**src/sv/smr90_pkg.sv**
```systemverilog
// Shared package of the square matrix rotate unit.
// Holds widths, command codes and the controller/datapath interface structs.
// No dependencies.
package smr90_pkg;

    // Default largest side of the matrix held in the cell store.
    localparam int MAX_SIDE_DEF = 16;

    // Fixed widths of the item fields and of the side register.
    localparam int DATA_W     = 32;
    localparam int FUNC_W     = 2;
    localparam int IDX_PORT_W = 4;
    localparam int CFG_W      = 5;

    // Side register value after reset.
    localparam logic [CFG_W-1:0] SIDE_RESET = 5'd16;

    // Configuration port: one 32-bit register at byte address 0.
    localparam int APB_ADDR_W = 3;
    localparam int APB_DATA_W = 32;
    localparam logic [APB_ADDR_W-3:0] REG_MATRIX_SIDE = 1'b0;

    // Command codes of an item.
    localparam logic [FUNC_W-1:0] FUNC_WRITE  = 2'd0;
    localparam logic [FUNC_W-1:0] FUNC_ROTATE = 2'd1;
    localparam logic [FUNC_W-1:0] FUNC_READ   = 2'd2;

    // Corners of one four-way swap, in the order they are read and written.
    typedef logic [1:0] corner_t;
    localparam corner_t CORNER_TOP    = 2'd0;
    localparam corner_t CORNER_LEFT   = 2'd1;
    localparam corner_t CORNER_BOTTOM = 2'd2;
    localparam corner_t CORNER_RIGHT  = 2'd3;

    // Commands from the controller to the datapath.
    typedef struct packed {
        logic    port_wr;       // store the item's value at its row and column
        logic    port_rd;       // read the cell at the item's row and column
        logic    rot_rd;        // read one corner of the current swap group
        logic    rot_wr;        // write one corner of the current swap group
        corner_t corner;        // corner addressed by rot_rd or rot_wr
        logic    out_load;      // load the output register with a result
        logic    res_status;    // status of that result
        logic    res_from_ram;  // result value comes from the store read data
    } smr90_cmd_t;

    // Status from the datapath to the controller.
    typedef struct packed {
        logic out_free;    // output register can take a result this cycle
        logic idx_bad;     // the item's row or column is outside the active side
        logic side_small;  // active side is zero or one
    } smr90_stat_t;

endpackage

```
**src/sv/smr90_ctrl.sv**
```systemverilog
// Controller of the square matrix rotate unit: item intake, the ring and
// column walk of a rotation, and result hand-off. Depends on smr90_pkg.
module smr90_ctrl #(
    parameter int MAX_SIDE = smr90_pkg::MAX_SIDE_DEF,
    localparam int IDX_W   = $clog2(MAX_SIDE)
) (
    input  logic                          clk,
    input  logic                          rst_n,
    input  logic                          in_valid,
    output logic                          in_ready,
    input  logic [smr90_pkg::FUNC_W-1:0]  func,
    input  smr90_pkg::smr90_stat_t        stat,
    input  logic [IDX_W-1:0]              rot_last,
    output smr90_pkg::smr90_cmd_t         cmd,
    output logic [IDX_W-1:0]              rot_ring,
    output logic [IDX_W-1:0]              rot_col
);

    import smr90_pkg::*;

    typedef enum logic [3:0] {
        ST_IDLE   = 4'b0001,
        ST_ROT_RD = 4'b0010,
        ST_ROT_WR = 4'b0100,
        ST_FINISH = 4'b1000
    } smr90_state_t;

    smr90_state_t     state_reg, state_next;
    corner_t          sub_reg, sub_next;
    logic [IDX_W-1:0] ring_reg, ring_next;
    logic [IDX_W-1:0] col_reg, col_next;
    logic [IDX_W-1:0] far_reg, far_next;
    logic             res_status_reg, res_status_next;
    logic             from_ram_reg, from_ram_next;

    logic             imm;
    logic             imm_status;
    logic [IDX_W:0]   col_inc;
    logic [IDX_W:0]   ring_inc;
    logic [IDX_W-1:0] far_dec;

    assign col_inc  = {1'b0, col_reg} + (IDX_W+1)'(1);
    assign ring_inc = {1'b0, ring_reg} + (IDX_W+1)'(1);
    assign far_dec  = far_reg - IDX_W'(1);

    always_comb
    begin
        state_next      = state_reg;
        sub_next        = sub_reg;
        ring_next       = ring_reg;
        col_next        = col_reg;
        far_next        = far_reg;
        res_status_next = res_status_reg;
        from_ram_next   = from_ram_reg;
        cmd             = '0;
        in_ready        = 1'b0;
        imm             = 1'b0;
        imm_status      = 1'b0;

        case (state_reg)
            ST_IDLE:
            begin
                in_ready = 1'b1;
                if (in_valid)
                begin
                    case (func)
                        FUNC_WRITE:
                        begin
                            cmd.port_wr = !stat.idx_bad;
                            imm         = 1'b1;
                            imm_status  = stat.idx_bad;
                        end
                        FUNC_READ:
                        begin
                            if (stat.idx_bad)
                            begin
                                imm        = 1'b1;
                                imm_status = 1'b1;
                            end
                            else
                            begin
                                cmd.port_rd     = 1'b1;
                                res_status_next = 1'b0;
                                from_ram_next   = 1'b1;
                                state_next      = ST_FINISH;
                            end
                        end
                        FUNC_ROTATE:
                        begin
                            if (stat.side_small)
                            begin
                                imm = 1'b1;
                            end
                            else
                            begin
                                ring_next  = '0;
                                col_next   = '0;
                                far_next   = rot_last;
                                sub_next   = CORNER_TOP;
                                state_next = ST_ROT_RD;
                            end
                        end
                        default:
                        begin
                            imm = 1'b1;
                        end
                    endcase

                    // Items that finish at once go straight to the output
                    // register when it has room, otherwise they wait.
                    if (imm)
                    begin
                        if (stat.out_free)
                        begin
                            cmd.out_load   = 1'b1;
                            cmd.res_status = imm_status;
                        end
                        else
                        begin
                            res_status_next = imm_status;
                            from_ram_next   = 1'b0;
                            state_next      = ST_FINISH;
                        end
                    end
                end
            end
            ST_ROT_RD:
            begin
                cmd.rot_rd = 1'b1;
                cmd.corner = sub_reg;
                sub_next   = corner_t'(sub_reg + 2'd1);
                if (sub_reg == CORNER_RIGHT)
                begin
                    state_next = ST_ROT_WR;
                end
            end
            ST_ROT_WR:
            begin
                cmd.rot_wr = 1'b1;
                cmd.corner = sub_reg;
                sub_next   = corner_t'(sub_reg + 2'd1);
                if (sub_reg == CORNER_RIGHT)
                begin
                    if (col_inc < {1'b0, far_reg})
                    begin
                        col_next   = col_inc[IDX_W-1:0];
                        state_next = ST_ROT_RD;
                    end
                    else if (ring_inc < {1'b0, far_dec})
                    begin
                        ring_next  = ring_inc[IDX_W-1:0];
                        col_next   = ring_inc[IDX_W-1:0];
                        far_next   = far_dec;
                        state_next = ST_ROT_RD;
                    end
                    else
                    begin
                        res_status_next = 1'b0;
                        from_ram_next   = 1'b0;
                        state_next      = ST_FINISH;
                    end
                end
            end
            ST_FINISH:
            begin
                if (stat.out_free)
                begin
                    cmd.out_load     = 1'b1;
                    cmd.res_status   = res_status_reg;
                    cmd.res_from_ram = from_ram_reg;
                    state_next       = ST_IDLE;
                end
            end
            default:
            begin
                state_next = ST_IDLE;
            end
        endcase
    end

    always_ff @(posedge clk or negedge rst_n)
    begin
        if (!rst_n)
        begin
            state_reg      <= ST_IDLE;
            sub_reg        <= CORNER_TOP;
            ring_reg       <= '0;
            col_reg        <= '0;
            far_reg        <= '0;
            res_status_reg <= 1'b0;
            from_ram_reg   <= 1'b0;
        end
        else
        begin
            state_reg      <= state_next;
            sub_reg        <= sub_next;
            ring_reg       <= ring_next;
            col_reg        <= col_next;
            far_reg        <= far_next;
            res_status_reg <= res_status_next;
            from_ram_reg   <= from_ram_next;
        end
    end

    assign rot_ring = ring_reg;
    assign rot_col  = col_reg;

endmodule

```
**config.mk**
```make
export PLATFORM = sky130hd
export DESIGN_NAME = smr90_ctrl
export DESIGN_NICKNAME = d
export VERILOG_FILES = /design/src/sv/smr90_pkg.sv /design/src/sv/smr90_ctrl.sv
export SDC_FILE = /design/constraint.sdc
export NUM_CORES = 1
export LEC_CHECK = 0
export ABC_AREA = 1
export BUFFER_PORTS_ARGS = -buffer_cell sky130_fd_sc_hd__buf_2
export CAP_MARGIN = 20
export CORE_UTILIZATION = 50
export CTS_BUF_LIST = sky130_fd_sc_hd__clkbuf_8 sky130_fd_sc_hd__clkbuf_16
export DETAILED_ROUTE_END_ITERATION = 12
export PLACE_DENSITY = 0.76
export SLEW_MARGIN = 10
export SYNTH_ARGS = -nofsm -noshare
export SYNTH_HDL_FRONTEND = slang
export SYNTH_SLANG_ARGS = --single-unit
export TNS_END_PERCENT = 5
```
**constraint.sdc**
```tcl
create_clock -name clk -period 1.95 [get_ports clk]
set_clock_uncertainty 0.15 [all_clocks]
set_input_delay 0.195 -clock clk [delete_from_list [all_inputs] [get_ports clk]]
set_output_delay 0.195 -clock clk [all_outputs]
set_load 0.01 [all_outputs]
```
==> summary.txt <==
Die
  – FP Rows: 20
  – Initial Utilization: 0.5293
  – Ports: 30
  – DIE WIDTH: just under 60 um
  – Chip height: 59.08 um
  – CORE AREA: 3078 um2
  – DIE AREA: 3490 um2

Routing
  – DRT iter0 DRCs: 114
  – DR DRC count: 0
  – Antenna Violating Nets Remaining: 0
  – Vias per inst: 5.009
  – Vias: approximately 1700
  – First-pass iteration count of the detailed router: 4
  – WL/cell: 11.91 um
  – Total Routed Length: 3955 um

Cells and area
  – Area delta synth->final: 35.48%
  – Layout cells sized above 1: 0.3403
  – Final net count: between 300 and 400
  – Final design instance area without fill: 2207 um2
  – Antenna diode count: 0

Worst hold path
  – Hold path cells: 5
  – Hold Crit Endpoint: far_reg[3]
  – Hold Crit Class: input pin to flip-flop
  – Hold Crit Start: rot_last[3]

Placement
  – Routability cong.: 0.8535
  – Placed Area: 1959 um2
  – Port Buffers: 29
  – DP Wirelength: about 2900 um

Global routing
  – Vias in the first global route: roughly 1500
  – Grt total ovfl: 0
  – Largest net degree at the start of global routing: 21
  – First-pass GRT wire length: 6548 um
  – Initial antenna violation count: 0
  – GRT Total Usage: 0.2452

CTS
  – Reg clk slew, reported paths: 70 ps
  – CTS H-Tree Depth: 1
  – CTS tree: yes
  – Clock buffer depth: 2
  – Worst skew pair latency: 260 ps
  – Num CTS Buffers: 3
  – Root Driver: clkbuf_8
  – Sink Count: 20

Synthesis
  – Sequential fraction of the synthesis area: 0.3080
  – Synth top area cells: dfrtp_1 (29%), nand2_1 (19%), ha_1 (10%), nand3_1 (8.0%), inv_1 (6.7%)
  – Mapped Nets: 260
  – Seq cells post-synth: 20
  – Most instantiated cells after synthesis: nand2_1 (84), inv_1 (29), nand3_1 (26)
  – Avg Inst Size Synth: between 6 and 7 um2
  – Ys flop type: dfrtp_1
  – Cell type with the largest total area after synthesis: dfrtp_1
  – Count of cell types in the netlist: 28
  – Most common cell in the netlist: nand2_1
  – Syn Std Cell Area: 1629 um2
  – YS warnings: 0
  – Async SR Flop Fraction: 1.000
  – Synth top area share: 0.2919
  – Post-synth EDFFs: 0
  – Synth Instances: 235

Worst setup path
  – Slack of the worst reg-to-reg path: -110 ps
  – Crit. End Element: flip-flop
  – Worst path cell trace: ha_4 > xor2_2 > ha_1 > nand2_1 > inv_1 > nand2_1 > nand2_1 > nand2_2 > nand3_4 > nand2_4 > nand2_8 > nand2_1 > nand2_1
  – Worst reg2reg startpoint: rot_ring[0]
  – Worst-path fanout max: 8
  – Req. time, crit path: 1960 ps
  – Delay-heaviest family, CP: simple AND/OR/NAND/NOR gates
  – Crit-path slowest cell: dfrtp_2
  – WP buf/inv: 1
  – Slowest stage delay, CP: between 400 and 500 ps
  – Critical Path Most Common Cell: nand2_1
  – CP arrival: approximately 2100 ps
  – RR Endpoint: far_reg[1]
  – CP Launch Type: flip-flop
  – Critical path type: flip-flop to flip-flop
  – Register-to-Register Path Depth: 13

STA
  – RSZ-0062 raised after global routing: true
  – Final hold vios: 0
  – Final setup viols: 17
  – Period utilization: 1.058
  – Fmax: 484.6 MHz
  – Slew @ Worst Pin: 445.1 ps
  – Setup ws final: -113.6 ps
  – Slew HR: 0.7033
  – Max-slew violation count: 0
  – Tmin final: 2064 ps

Status
  – Status: complete, but fails checks
  – Failing checks: setup timing

Pwr
  – Final Power: 0.002597 W
  – Power Density: between 1000 and 1500 nW/um2
  – LEAKAGE: around 1.2 nW
  – VDD IR max: about 800 uV

Job
  – Max_cap viols: 0
-- tightest hold or removal path: stages --
cell	delay, ps
buf_2	70
nand2_1	40
o21ai_0	70
nand3_1	80
nand2_1	70
-- where the power goes --
part / switching (W) / internal, W
combinational: 0.00102 / 0.000637
sequential: 0.000103 / 0.000527
clock: 0.000131 / 0.000180
total: 0.00125 / 0.00134
-- worst max-delay path by stage --
stage / startpoint / endpoint / slack (ps) / cells after the start
CTS: rot_col[0] / rot_ring[0] / -130 / 14
detailed placement: rot_col[0] / rot_ring[3] / -180 / 14
floorplan: rot_col[0] / rot_ring[0] / -100 / 14
finish: rot_ring[0] / far_reg[1] / -110 / 13
global route: rot_ring[1] / rot_ring[2] / -270 / 13
global placement: rot_col[0] / state_reg[1] / -170 / 13
-- cell families after synthesis --
kind of cell,Yosys count,synth area share
flops,20,0.3080
buf+inv,33,0.08064
simple gates,147,0.4286
compound gates,17,0.05607
xor+xnor,5,0.02689
fa+ha+maj,13,0.09985
-- what timing repair did --
item | CTS | global route
gates cloned | 1 | 0
endpoints found under the setup margin | 20 | 20
resized for setup | 17 | 21
hold buffers | 1 | 0
setup buffers | 1 | 2
pin swaps | 12 | 14
hold endpoints to repair | 19 | 0
-- stage by stage --
| step | hold slack, ps | setup slack [ps] | cells | TNS [ps] | util |
|---|---|---|---|---|---|
| 2_1_floorplan | -250.6 | -98.44 | 235 | -1077 | - |
| 3_3_place_gp | 9.241 | -172.3 | 323 | -2156 | 0.6366 |
| 3_5_place_dp | 12.78 | -177.8 | 323 | -2348 | 0.6366 |
| 4_1_cts | 130.0 | -131.6 | 330 | -1905 | 0.6870 |
| 5_1_grt | 179.9 | -272.5 | 332 | -4036 | 0.7171 |
| 6_report | 144.9 | -113.6 | 332 | -1549 | 0.7171 |
-- layout by cell type (no fill, tap or decap), types with 3 or more instances in the layout --
cell       n
buf_4     20
buf_2     29
nand3_4    4
o21ai_0    6
clkbuf_8   4
nand2_4    6
nand2_1   78
dfrtp_1   17
nand2_2    5
inv_1     24
ha_1       9
nand3_1   25
inv_2      6
nand4_1    4
nor2_1    10
nand3b_1   6
nor2_2     3
o21ai_1    5
ha_4       3
-- cell type report --
type                            count  area [um2]
Clock buffer                        4       55.05
Fill cell                         259       870.8
Inverter                           31       118.9
Multi-Input combinational cell    183        1169
Sequential cell                    20       504.2
Tap cell                           44       55.05
Timing Repair Buffer               50       305.3
-- per-layer routing --
metal | routed length (um) | share of wire | vias to the layer above | global-route usage
li1 | - | - | 867 | -
met1 | 1879 | 0.48 | 760 | 0.3238
met2 | 1893 | 0.48 | 30 | 0.4026
met3 | 136 | 0.034 | 6 | 0.06114
met4 | 45 | 0.011 | 0 | 0.05782
met5 | 0 | 0 | - | 0
Note: power is estimated with default switching activity, not from simulation.
